===== config.mk =====
export PLATFORM = sky130hd
export DESIGN_NAME = sliding_median_outlier_gate
export DESIGN_NICKNAME = d
export VERILOG_FILES = /design/src/sv/smog_pkg.sv /design/src/sv/smog_cell.sv /design/src/sv/sliding_median_outlier_gate.sv
export SDC_FILE = /design/constraint.sdc
export NUM_CORES = 1
export LEC_CHECK = 0
export ABC_AREA = 1
export BUFFER_PORTS_ARGS = -buffer_cell sky130_fd_sc_hd__buf_2
export CORE_MARGIN = 5
export CORE_UTILIZATION = 42
export CTS_BUF_LIST = sky130_fd_sc_hd__clkbuf_8 sky130_fd_sc_hd__clkbuf_16
export CTS_CLUSTER_DIAMETER = 50
export CTS_CLUSTER_SIZE = 28
export DETAILED_ROUTE_END_ITERATION = 16
export GPL_TIMING_DRIVEN = 0
export PLACE_DENSITY_LB_ADDON = 0.25
export RECOVER_POWER = 50
export SKIP_CTS_REPAIR_TIMING = 1
export SLEW_MARGIN = 30
export SYNTH_ARGS = -nofsm -noshare
export SYNTH_HDL_FRONTEND = slang
export SYNTH_SLANG_ARGS = --single-unit

===== constraint.sdc =====
create_clock -name clk_i -period 9.6 [get_ports clk_i]
set_input_delay 0.96 -clock clk_i [delete_from_list [all_inputs] [get_ports clk_i]]
set_output_delay 0.96 -clock clk_i [all_outputs]
set_load 0.1 [all_outputs]

===== src/sv/smog_pkg.sv =====
package smog_pkg;

  localparam int unsigned DataW = 24;
  localparam int unsigned LimW  = 23;
  localparam int unsigned CfgIdxW = 2;

  localparam logic [CfgIdxW-1:0] RegFilterEnable = 2'd0;
  localparam logic [CfgIdxW-1:0] RegMaxDepth     = 2'd1;
  localparam logic [CfgIdxW-1:0] RegMaxDelta     = 2'd2;

  localparam logic [LimW-1:0] MaxDepthReset = 23'd4000000;
  localparam logic [LimW-1:0] MaxDeltaReset = 23'd2000;

  localparam logic [1:0] VerdictAccept  = 2'd0;
  localparam logic [1:0] VerdictRange   = 2'd1;
  localparam logic [1:0] VerdictFilling = 2'd2;
  localparam logic [1:0] VerdictOutlier = 2'd3;

  typedef enum logic [2:0] {
    ST_IDLE,
    ST_CHECK,
    ST_RANK,
    ST_PICK,
    ST_DONE
  } smog_state_e;

  // Control shared by every cell of the window chain.
  typedef struct packed {
    logic shift;  // push a new sample in, reload the rotating copy, clear ranks
    logic step;   // rotate the copy by one cell and update ranks
  } smog_ctrl_t;

endpackage


===== src/sv/smog_cell.sv =====
module smog_cell #(
  parameter int unsigned RankW = 4,
  parameter int unsigned Index = 0
) (
  input  logic                                clk_i,
  input  logic                                rst_ni,
  input  smog_pkg::smog_ctrl_t                ctrl_i,
  input  logic [RankW-1:0]                    step_i,
  input  logic signed [smog_pkg::DataW-1:0]   shift_in_i,
  input  logic signed [smog_pkg::DataW-1:0]   rot_in_i,
  output logic signed [smog_pkg::DataW-1:0]   value_o,
  output logic signed [smog_pkg::DataW-1:0]   rot_o,
  output logic [RankW-1:0]                    rank_o
);

  logic signed [smog_pkg::DataW-1:0] value_q, rot_q;
  logic [RankW-1:0] rank_q, rank_d;
  logic             below;

  // The passing sample ranks below this one if it is smaller, or equal and
  // taken from a cell nearer the head of the chain.
  always_comb begin
    below  = (rot_in_i < value_q) ||
             ((rot_in_i == value_q) && (step_i <= RankW'(Index)));
    rank_d = rank_q;
    if (ctrl_i.shift) begin
      rank_d = '0;
    end else if (ctrl_i.step && below) begin
      rank_d = rank_q + RankW'(1);
    end
  end

  always_ff @(posedge clk_i) begin
    if (ctrl_i.shift) begin
      value_q <= shift_in_i;
      rot_q   <= shift_in_i;
    end else if (ctrl_i.step) begin
      rot_q <= rot_in_i;
    end
  end

  always_ff @(posedge clk_i or negedge rst_ni) begin
    if (!rst_ni) begin
      rank_q <= '0;
    end else begin
      rank_q <= rank_d;
    end
  end

  assign value_o = value_q;
  assign rot_o   = rot_q;
  assign rank_o  = rank_q;

endmodule


===== src/sv/sliding_median_outlier_gate.sv =====
// Depth sample gate with a running median check. Every word on the input
// channel yields exactly one word on the output channel, in order. A sample
// whose magnitude is not below max_depth comes back as out of range; with
// the filter disabled every other sample is accepted and the history is left
// alone. With the filter enabled the sample is pushed into a chain of WINDOW
// cells holding the most recent samples; until WINDOW samples have been
// pushed it comes back as window filling, and after that the median (element
// WINDOW/2 in ascending order, the upper median for an even window) is found
// by rotating a copy of the window once around the chain while each cell
// counts how many samples rank below its own. The sample is accepted when its
// distance from that median is below max_delta, otherwise it is an outlier.
// One word is handled at a time, and a sample checked against the median
// passes through the WINDOW - 1 steps of the rank rotation in the cell
// chain before its result is formed. A finished result may wait in the
// output register while the next word is accepted, but that word's check
// step waits until the output register is free. Configuration writes are
// always taken and should only be issued while the block is idle.
module sliding_median_outlier_gate #(
  parameter int unsigned WINDOW = 10
) (
  input  logic                                clk_i,
  input  logic                                rst_ni,
  // Configuration write channel.
  input  logic                                cfg_valid_i,
  output logic                                cfg_ready_o,
  input  logic [smog_pkg::CfgIdxW-1:0]        cfg_index_i,
  input  logic [smog_pkg::LimW-1:0]           cfg_data_i,
  // Sample channel.
  input  logic                                in_valid_i,
  output logic                                in_ready_o,
  input  logic signed [smog_pkg::DataW-1:0]   depth_sample_i,
  // Result channel.
  output logic                                out_valid_o,
  input  logic                                out_ready_i,
  output logic                                accepted_o,
  output logic [1:0]                          verdict_o,
  output logic signed [smog_pkg::DataW-1:0]   depth_out_o,
  output logic signed [smog_pkg::DataW-1:0]   median_out_o
);

  localparam int unsigned DW    = smog_pkg::DataW;
  localparam int unsigned RankW = (WINDOW > 1) ? $clog2(WINDOW) : 1;
  localparam int unsigned FillW = $clog2(WINDOW + 1);
  localparam logic [RankW-1:0] MedRank  = RankW'(WINDOW / 2);
  localparam logic [RankW-1:0] LastStep = RankW'(WINDOW - 1);
  localparam logic [FillW-1:0] FillFull = FillW'(WINDOW);

  // Configuration registers.
  logic                      filter_en_q;
  logic [smog_pkg::LimW-1:0] max_depth_q, max_delta_q;

  // Control and bookkeeping.
  smog_pkg::smog_state_e state_q, state_d;
  logic [FillW-1:0]      fill_q, fill_d;
  logic [RankW-1:0]      step_q, step_d;
  smog_pkg::smog_ctrl_t  ctrl;

  // Working sample and median.
  logic signed [DW-1:0] sample_q;
  logic signed [DW-1:0] med_q, med_d;

  // Output register.
  logic                 out_valid_q, out_valid_d;
  logic [1:0]           verdict_q, verdict_d;
  logic signed [DW-1:0] median_out_q, median_out_d;
  logic signed [DW-1:0] depth_out_q;
  logic                 out_load;

  // Cell chain.
  logic signed [DW-1:0] cell_value [WINDOW];
  logic signed [DW-1:0] cell_rot   [WINDOW];
  logic [RankW-1:0]     cell_rank  [WINDOW];
  logic [WINDOW-1:0]    med_hit;

  logic                 out_free;
  logic [DW-1:0]        sample_mag;
  logic                 out_of_range;
  logic signed [DW:0]   diff;
  logic [DW:0]          diff_mag;
  logic                 near_median;

  assign cfg_ready_o = 1'b1;
  assign in_ready_o  = (state_q == smog_pkg::ST_IDLE);
  assign out_free    = !out_valid_q || out_ready_i;

  // Magnitude in 24 bits unsigned: the most negative sample maps to 2^23,
  // which no 23-bit limit can exceed.
  assign sample_mag   = sample_q[DW-1] ? (~sample_q + DW'(1)) : sample_q;
  assign out_of_range = (sample_mag >= {1'b0, max_depth_q});

  assign diff        = {sample_q[DW-1], sample_q} - {med_q[DW-1], med_q};
  assign diff_mag    = diff[DW] ? (~diff + (DW+1)'(1)) : diff;
  assign near_median = (diff_mag < {2'b00, max_delta_q});

  generate
    for (genvar i = 0; i < WINDOW; i++) begin : g_cell
      localparam int unsigned Prev = (i + WINDOW - 1) % WINDOW;
      logic signed [DW-1:0] shift_in;

      if (i == 0) begin : g_head
        assign shift_in = sample_q;
      end else begin : g_body
        assign shift_in = cell_value[i-1];
      end

      smog_cell #(
        .RankW (RankW),
        .Index (i)
      ) u_cell (
        .clk_i      (clk_i),
        .rst_ni     (rst_ni),
        .ctrl_i     (ctrl),
        .step_i     (step_q),
        .shift_in_i (shift_in),
        .rot_in_i   (cell_rot[Prev]),
        .value_o    (cell_value[i]),
        .rot_o      (cell_rot[i]),
        .rank_o     (cell_rank[i])
      );

      assign med_hit[i] = (cell_rank[i] == MedRank);
    end
  endgenerate

  // The ranks form a permutation, so exactly one cell holds the median rank.
  always_comb begin
    med_d = '0;
    for (int i = 0; i < WINDOW; i++) begin
      if (med_hit[i]) begin
        med_d = med_d | cell_value[i];
      end
    end
  end

  always_comb begin
    state_d      = state_q;
    fill_d       = fill_q;
    step_d       = step_q;
    ctrl         = '0;
    out_load     = 1'b0;
    verdict_d    = verdict_q;
    median_out_d = median_out_q;
    out_valid_d  = out_valid_q && !out_ready_i;

    case (state_q)
      smog_pkg::ST_IDLE: begin
        if (in_valid_i) begin
          state_d = smog_pkg::ST_CHECK;
        end
      end
      smog_pkg::ST_CHECK: begin
        if (out_free) begin
          if (out_of_range) begin
            out_load     = 1'b1;
            verdict_d    = smog_pkg::VerdictRange;
            median_out_d = '0;
            state_d      = smog_pkg::ST_IDLE;
          end else if (!filter_en_q) begin
            out_load     = 1'b1;
            verdict_d    = smog_pkg::VerdictAccept;
            median_out_d = '0;
            state_d      = smog_pkg::ST_IDLE;
          end else begin
            ctrl.shift = 1'b1;
            if (fill_q != FillFull) begin
              fill_d = fill_q + FillW'(1);
            end
            if (fill_d != FillFull) begin
              out_load     = 1'b1;
              verdict_d    = smog_pkg::VerdictFilling;
              median_out_d = '0;
              state_d      = smog_pkg::ST_IDLE;
            end else if (WINDOW > 1) begin
              step_d  = RankW'(1);
              state_d = smog_pkg::ST_RANK;
            end else begin
              state_d = smog_pkg::ST_PICK;
            end
          end
        end
      end
      smog_pkg::ST_RANK: begin
        ctrl.step = 1'b1;
        if (step_q == LastStep) begin
          state_d = smog_pkg::ST_PICK;
        end else begin
          step_d = step_q + RankW'(1);
        end
      end
      smog_pkg::ST_PICK: begin
        state_d = smog_pkg::ST_DONE;
      end
      smog_pkg::ST_DONE: begin
        if (out_free) begin
          out_load     = 1'b1;
          verdict_d    = near_median ? smog_pkg::VerdictAccept : smog_pkg::VerdictOutlier;
          median_out_d = med_q;
          state_d      = smog_pkg::ST_IDLE;
        end
      end
      default: begin
        state_d = smog_pkg::ST_IDLE;
      end
    endcase

    if (out_load) begin
      out_valid_d = 1'b1;
    end
  end

  always_ff @(posedge clk_i or negedge rst_ni) begin
    if (!rst_ni) begin
      state_q     <= smog_pkg::ST_IDLE;
      fill_q      <= '0;
      step_q      <= '0;
      out_valid_q <= 1'b0;
      filter_en_q <= 1'b1;
      max_depth_q <= smog_pkg::MaxDepthReset;
      max_delta_q <= smog_pkg::MaxDeltaReset;
    end else begin
      state_q     <= state_d;
      fill_q      <= fill_d;
      step_q      <= step_d;
      out_valid_q <= out_valid_d;
      if (cfg_valid_i) begin
        case (cfg_index_i)
          smog_pkg::RegFilterEnable: filter_en_q <= cfg_data_i[0];
          smog_pkg::RegMaxDepth:     max_depth_q <= cfg_data_i;
          smog_pkg::RegMaxDelta:     max_delta_q <= cfg_data_i;
          default: begin
          end
        endcase
      end
    end
  end

  // Payload registers carry no reset.
  always_ff @(posedge clk_i) begin
    if (in_valid_i && in_ready_o) begin
      sample_q <= depth_sample_i;
    end
    if (state_q == smog_pkg::ST_PICK) begin
      med_q <= med_d;
    end
    if (out_load) begin
      verdict_q    <= verdict_d;
      median_out_q <= median_out_d;
      depth_out_q  <= sample_q;
    end
  end

  assign out_valid_o  = out_valid_q;
  assign verdict_o    = verdict_q;
  assign accepted_o   = (verdict_q == smog_pkg::VerdictAccept);
  assign depth_out_o  = depth_out_q;
  assign median_out_o = median_out_q;

  // An accepted word always enters the check step in the very next cycle.
  assert property (@(posedge clk_i) disable iff (!rst_ni)
    in_valid_i && in_ready_o |=> state_q == smog_pkg::ST_CHECK)
    else $error("accepted word not taken into the check step");

  // The fill count saturates at the window length.
  assert property (@(posedge clk_i) disable iff (!rst_ni)
    fill_q <= FillFull)
    else $error("fill count beyond the window length");

  // After the rank rotation exactly one cell holds the median rank.
  assert property (@(posedge clk_i) disable iff (!rst_ni)
    state_q == smog_pkg::ST_PICK |-> $onehot(med_hit))
    else $error("median rank not unique after rotation");

  // Out-of-range and window-filling words report a zero median.
  assert property (@(posedge clk_i) disable iff (!rst_ni)
    out_valid_o && (verdict_o == smog_pkg::VerdictRange ||
                    verdict_o == smog_pkg::VerdictFilling) |-> median_out_o == '0)
    else $error("median reported without a median decision");

endmodule


==> results of run 1 <==
## cells in the mapped netlist, types with 16 or more instances
library cell / instances / area [um^2]
buf_2: 28 / 140
dfrtp_1: 85 / 2130
a21oi_1: 151 / 756
nor2_1: 204 / 766
clkbuf_1: 31 / 116
a211oi_1: 17 / 128
nor3_1: 39 / 195
o211ai_1: 16 / 120
a221oi_1: 26 / 228
xor2_1: 58 / 508
nand2_1: 729 / 2740
o21ai_0: 147 / 736
nand4_1: 58 / 363
nand3_1: 128 / 641
edfxtp_1: 578 / 17400
o22ai_1: 49 / 307
buf_6: 26 / 293
ha_1: 338 / 4230
o21ai_1: 213 / 1070
inv_1: 586 / 2200
## power groups by stage
stage | clock, uW | combinational [uW] | sequential [uW]
finish | 2980 | 3810 | 4360
global route | 3130 | 4210 | 4420
CTS | 3010 | 3890 | 4350
detailed placement | 0 | 3860 | 4400
global placement | 0 | 3680 | 4550
floorplan | 0 | 2070 | 4970
## critical path, stage by stage, from the launching register on
cell	delay [ps]
edfxtp_1	510
inv_1	220
ha_1	170
inv_1	50
nor3_1	250
nand3_1	170
nor3_1	550
nand3_1	200
nor2_1	380
nand3_1	130
nand2_1	90
xor2_1	100
ha_1	280
nand2_1	60
inv_1	50
nand3_1	80
nor4_1	530
nand4_1	340
nand2_1	230
inv_1	90
nand2_1	460
clkbuf_1	630
buf_2	470
nand2_4	280
buf_12	270
buf_12	200
buf_16	230
## placed cells by master, fill, tap and decap left out, types with 49 or more instances in the layout
cell type / n
buf_2: 63
inv_1: 590
o21ai_1: 151
edfxtp_1: 578
o21ai_0: 209
clkbuf_16: 74
a21oi_1: 151
dfrtp_1: 85
nor2_1: 204
xor2_1: 58
nand2_1: 730
o22ai_1: 49
ha_1: 338
nand4_1: 58
clkbuf_1: 116
nand3_1: 128
## flip-flops by register name, indices dropped and copies added (netlist names)
| signal | count |
|---|---|
| g_cell.u_cell.rank_o | 40 |
| g_cell.u_cell.value_o | 240 |
| state_q | 3 |
| fill_q | 4 |
| med_q | 24 |
| step_q | 4 |
| out_valid_o | 1 |
| g_cell.u_cell.rot_o | 240 |
| max_depth_q | 23 |
| verdict_o | 2 |
| g_cell.shift_in | 24 |
| depth_out_o | 24 |
| max_delta_q | 23 |
| filter_en_q | 1 |
| median_out_o | 24 |
## cells by family after synthesis
kind of cell,count (synthesis),share of synthesized area [%]
DFF,677,54.6
buffers and inverters,687,7.78
other,1,0.0103
and+or+nand+nor,1199,13.8
adders and majority gates,339,11.7
AOI/OAI and AO/OA,683,10.6
xor gates and xnor gates,64,1.54
## path summary, 6_finish.rpt
kind / cells past startpoint / slack (ps) / to / from
setup / recovery: 26 / 2180 / g_cell[7].u_cell.rot_o[14] / g_cell[0].shift_in[1]
hold reg to reg: 0 / 440 / g_cell[8].u_cell.value_o[10] / g_cell[7].u_cell.value_o[10]
max in group asynchronous: 2 / 4630 / max_depth_q[10] / rst_ni
hold / removal: 0 / 440 / g_cell[8].u_cell.value_o[10] / g_cell[7].u_cell.value_o[10]
setup reg to reg: 26 / 2180 / g_cell[7].u_cell.rot_o[14] / g_cell[0].shift_in[1]
min in group asynchronous: 1 / 1150 / out_valid_o / rst_ni
## through the flow
stage	hold WS (ps)	total power [uW]	setup slack [ps]
finish	443	11200	2180
global route	449	11800	1860
global placement	427	8230	-4810
floorplan	426	7040	559
detailed placement	432	8270	3060
CTS	263	11200	3000
## layer usage
| metal | up-vias | share of wire, % | GRT usage, % |
|---|---|---|---|
| met5 | - | 0 | 0 |
| met4 | 0 | 4.0 | 8.39 |
| met3 | 184 | 5.6 | 3.16 |
| met2 | 826 | 49 | 39.8 |
| met1 | 12600 | 42 | 29.5 |
| li1 | 13000 | - | - |
## final cells by class
class	count	share of cell area, %
clock buffers	74	4.51
repair buffers	122	1.85
multi-input cells	2286	33.3
diodes	1	0.00609
clock inverters	62	1.70
inverters	591	5.40
well taps	1144	3.49
flip-flops and latches	677	48.3
plain buffers	96	1.39
==> results_dict.tcl, run 1 <==
set metrics [dict create \
    num_rows 107 \
    syn_area_per_cell_um2 9.96 \
    p_seq_share_pct 39.1 \
    cts_tree "built" \
    io_buffers 106 \
    slew-limit-headroom_pct -96.0 \
    pin_count 108 \
    synth-edff-count 578 \
    initial_core_util_pct 42.5 \
    n_fill_cell 7914 \
    vias 26600 \
    crit_arrival_ps 7770 \
    place_hpwl_um 86700 \
    antenna_found_initial 10 \
    multi_input_comb_area_um2 13700 \
    syn_inst 3650 \
    grt_usage_pct 22.9 \
    die_y_um 304 \
    worst_slew_pin_slew_ps 2940 \
    htree_levels 3 \
    setup-violations-final 0 \
    async_reset_ff_share_pct 14.6 \
    clkPwrFrac_pct 26.7 \
    stdcell_area_um2 41100 \
    p_int_uw 6620 \
    rsz0062_at_grt "false" \
    dp_cells 4916 \
    yosysSeqAreaShare_pct 54.6 \
    wl_um 108000 \
    synth_fp_nets 4043 \
    fin_util_pct 48.0 \
    grt_pass1_wl_um 161000 \
    skew_ps 29.4 \
    fmax_ghz 0.135 \
    maxSlewViolCount 102 \
    netlist_area_um2 36300 \
    status "finished, violations left" \
    cts_max_path_buffers 3 \
    seq_area_um2 19900 \
    power_leakage_uw 0.0181 \
    worstSetupPathType "reg -> reg" \
    fin_crit_sh_pct 77.3 \
    first_pass_iters 5 \
    sw_frac_of_total_pct 40.6 \
    grt_pass1_vias 26500 \
    layout.cells.non_filler 5053 \
    place_area_um2 38700 \
    gp_congestion 0.917 \
    end_kind "flop" \
    required_ps 9950 \
    hold_viol 0 \
    post_drt_via_cell_ratio 5.26 \
    violations "capacitance limit, slew limit" \
    fin_crit_ps 7420 \
    drc 0 \
    post_drt_wl_per_cell_um 21.5 \
    worst_setup_path_start_kind "flop" \
    layout.nets 4240 \
    share_comb_of_total_power_pct 34.2 \
    yosysWarnings 0 \
    ys_types 51 \
    powerDensity_nw_per_um2 272 \
    drive_gt1_share_pct 6.86 \
    gr-total-overflow 0 \
    die_w_um 304 \
    clockRootBuffer "clkbuf_16" \
    final_antenna_net_count 0 \
    cts_buffers 73 \
    finalSetupTns_ps 0 \
    hold_class "reg -> reg" \
    clock_sinks 677 \
    clkTransAtPathRegs_ps 70 \
    max_cap_violations 2 \
    grt_max_degree 75 \
    core-area_um2 85500 \
    drt_iter0_drc 2120 \
    dieArea_um2 92500 \
    worstSkewPairLatency_ps 640 \
    ys.flop_type "edfxtp_1" \
    peakVddDrop_v 0.000182 \
    p_sw_uw 4530 \
    syn_to_final_growth_pct 13.0 \
    cp_max_fo 43 \
    synth_seq_cells 677 \
]
Power figures use the tool's default switching activity.
==> run 2: changes to the inputs <==
- clock period: 9.6 -> 7.1 ns (I/O delays scaled with it)
==> results_dict.tcl, run 2 (synthesis results as in run 1) <==
set metrics [dict create \
    worst_slew_pin_slew_ps 3070 \
    n_fill_cell 7972 \
    gp_congestion 0.921 \
    grt_max_degree 81 \
    cp_max_fo 76 \
    setup-violations-final 0 \
    wl_um 108000 \
    hold_viol 0 \
    maxSlewViolCount 102 \
    seq_area_um2 19900 \
    met3_length_um 6350 \
    die_w_um 304 \
    grt_pass1_vias 26300 \
    peakVddDrop_v 0.000341 \
    crit_arrival_ps 6980 \
    cts_buffers 68 \
    multi_input_comb_area_um2 13700 \
    regToRegEndpoint "g_cell[8].u_cell.rot_o[15]" \
    worstSetupPathType "reg -> reg" \
    mostFrequentLayoutCell "nand2_1" \
    rr_startpoint "g_cell[0].shift_in[1]" \
    rsz0062_at_grt "false" \
    reg2reg_depth 25 \
    drive_gt1_share_pct 6.58 \
    antenna_found_initial 10 \
    fmax_ghz 0.150 \
    power_leakage_uw 0.0181 \
    setup.worst_path.end "g_cell[8].u_cell.rot_o[15]" \
    drt_iter0_drc 2344 \
    clock_sinks 677 \
    top_layer "met5" \
    drc 0 \
    cts_tree "built" \
    hold_start "depth_sample_i[4]" \
    finalSetupTns_ps 0 \
    worst_setup_path_start_kind "flop" \
    grt_pass1_wl_um 160000 \
    skew_ps 36.0 \
    post_drt_via_cell_ratio 5.26 \
    clockRootBuffer "clkbuf_16" \
    required_ps 7400 \
    dieArea_um2 92500 \
    io_buffers 106 \
    powerDensity_nw_per_um2 364 \
    violations "capacitance limit, slew limit" \
    layout.cells.non_filler 5038 \
    routed-wl-met2_um 51600 \
    final_cell_mix "nand2_1, inv_1, edfxtp_1, ha_1, nor2_1" \
    cts_max_path_buffers 3 \
    place_hpwl_um 86800 \
    grt_usage_pct 22.9 \
    m1WireLength_um 45400 \
    first_pass_iters 8 \
    final_antenna_net_count 0 \
    startpoint "g_cell[0].shift_in[1]" \
    max_cap_violations 2 \
    layout.nets 4232 \
    worstSkewPairLatency_ps 640 \
    pin_count 108 \
    die_y_um 304 \
    post_drt_wl_per_cell_um 21.5 \
    hold_class "in -> reg" \
    status "finished, violations left" \
    vias 26500 \
    clkTransAtPathRegs_ps 90 \
    r2r_slack_ps 410 \
    dp_cells 4913 \
    num_rows 107 \
    initial_core_util_pct 42.5 \
    syn_to_final_growth_pct 12.5 \
    core-area_um2 85500 \
    slew-limit-headroom_pct -104 \
    fin_crit_sh_pct 94.2 \
    fin_crit_ps 6690 \
    htree_levels 3 \
    end_kind "flop" \
    gr-total-overflow 0 \
]
-- run 2: changes by cell type in the layout (fill, tap and decap cells not counted), sizes merged --
cell and change:
inv -6, buf -1, clkinvlp -5, clkbuf -5
clkinv +1, diode +1
-- run 2: metal layers --
metal / track usage (%) / vias to the layer above
met4: 9.81 / 2
met2: 38.8 / 838
met1: 29.8 / 12600
met3: 2.75 / 187
met5: 0 / -
li1: - / 12900
-- run 2: final cells by class --
type | count | share of cell area [%]
sequential | 677 | 48.6
multi-input combinational | 2286 | 33.5
inverter | 591 | 5.43
clock buffer | 71 | 4.35
tap | 1144 | 3.50
timing repair buffer | 119 | 1.71
clock inverter | 52 | 1.53
buffer | 96 | 1.36
antenna | 2 | 0.0122
-- run 2: worst max-delay path: stages, from the launching register on --
cell      delay [ps]
edfxtp_1         530
inv_2            170
ha_1             160
inv_1             50
nor3_1           250
nand3_1          180
nor3_1           530
nand3_1          210
nor2_1           410
nand3_1          120
nand2_1          100
xor2_1           100
ha_1             280
nand2_1           60
inv_1             50
nand3_1           80
nor4_1           550
nand4_1          380
nand2_2          220
inv_2             70
nand2_4          170
buf_6            200
buf_2            380
nand2_8          330
buf_16           340
buf_16           290
-- run 2: worst min-delay path by stage --
stage / end / slack (ps) / cells after the start
CTS: max_delta_q[3] / -7 / 1
global route: g_cell[0].shift_in[15] / 240 / 1
detailed placement: g_cell[8].u_cell.value_o[12] / 430 / 0
global placement: g_cell[6].u_cell.value_o[2] / 430 / 0
finish: g_cell[0].shift_in[4] / 250 / 1
floorplan: fill_q[0] / 410 / 0
-- run 2: per-stage QoR --
step / power (uW) / setup WS, ps / util [%] / instance area [um^2] / hold WS, ps
final: 14900 / 413 / 47.8 / 40900 / 249
after global routing: 15700 / 33.0 / 47.8 / 40900 / 239
after CTS: 15000 / 374 / 48.0 / 41100 / -6.71
after detailed placement: 11200 / 442 / 45.2 / 38700 / 432
after global placement: 11100 / -3290 / 44.8 / 38300 / 428
after floorplan: 9470 / 499 / - / 36300 / 414
-- run 2: where the power goes --
part / switching [uW] / internal, uW
registers: 486 / 5410
clock network: 1800 / 2040
logic: 3760 / 1380
total: 6050 / 8840
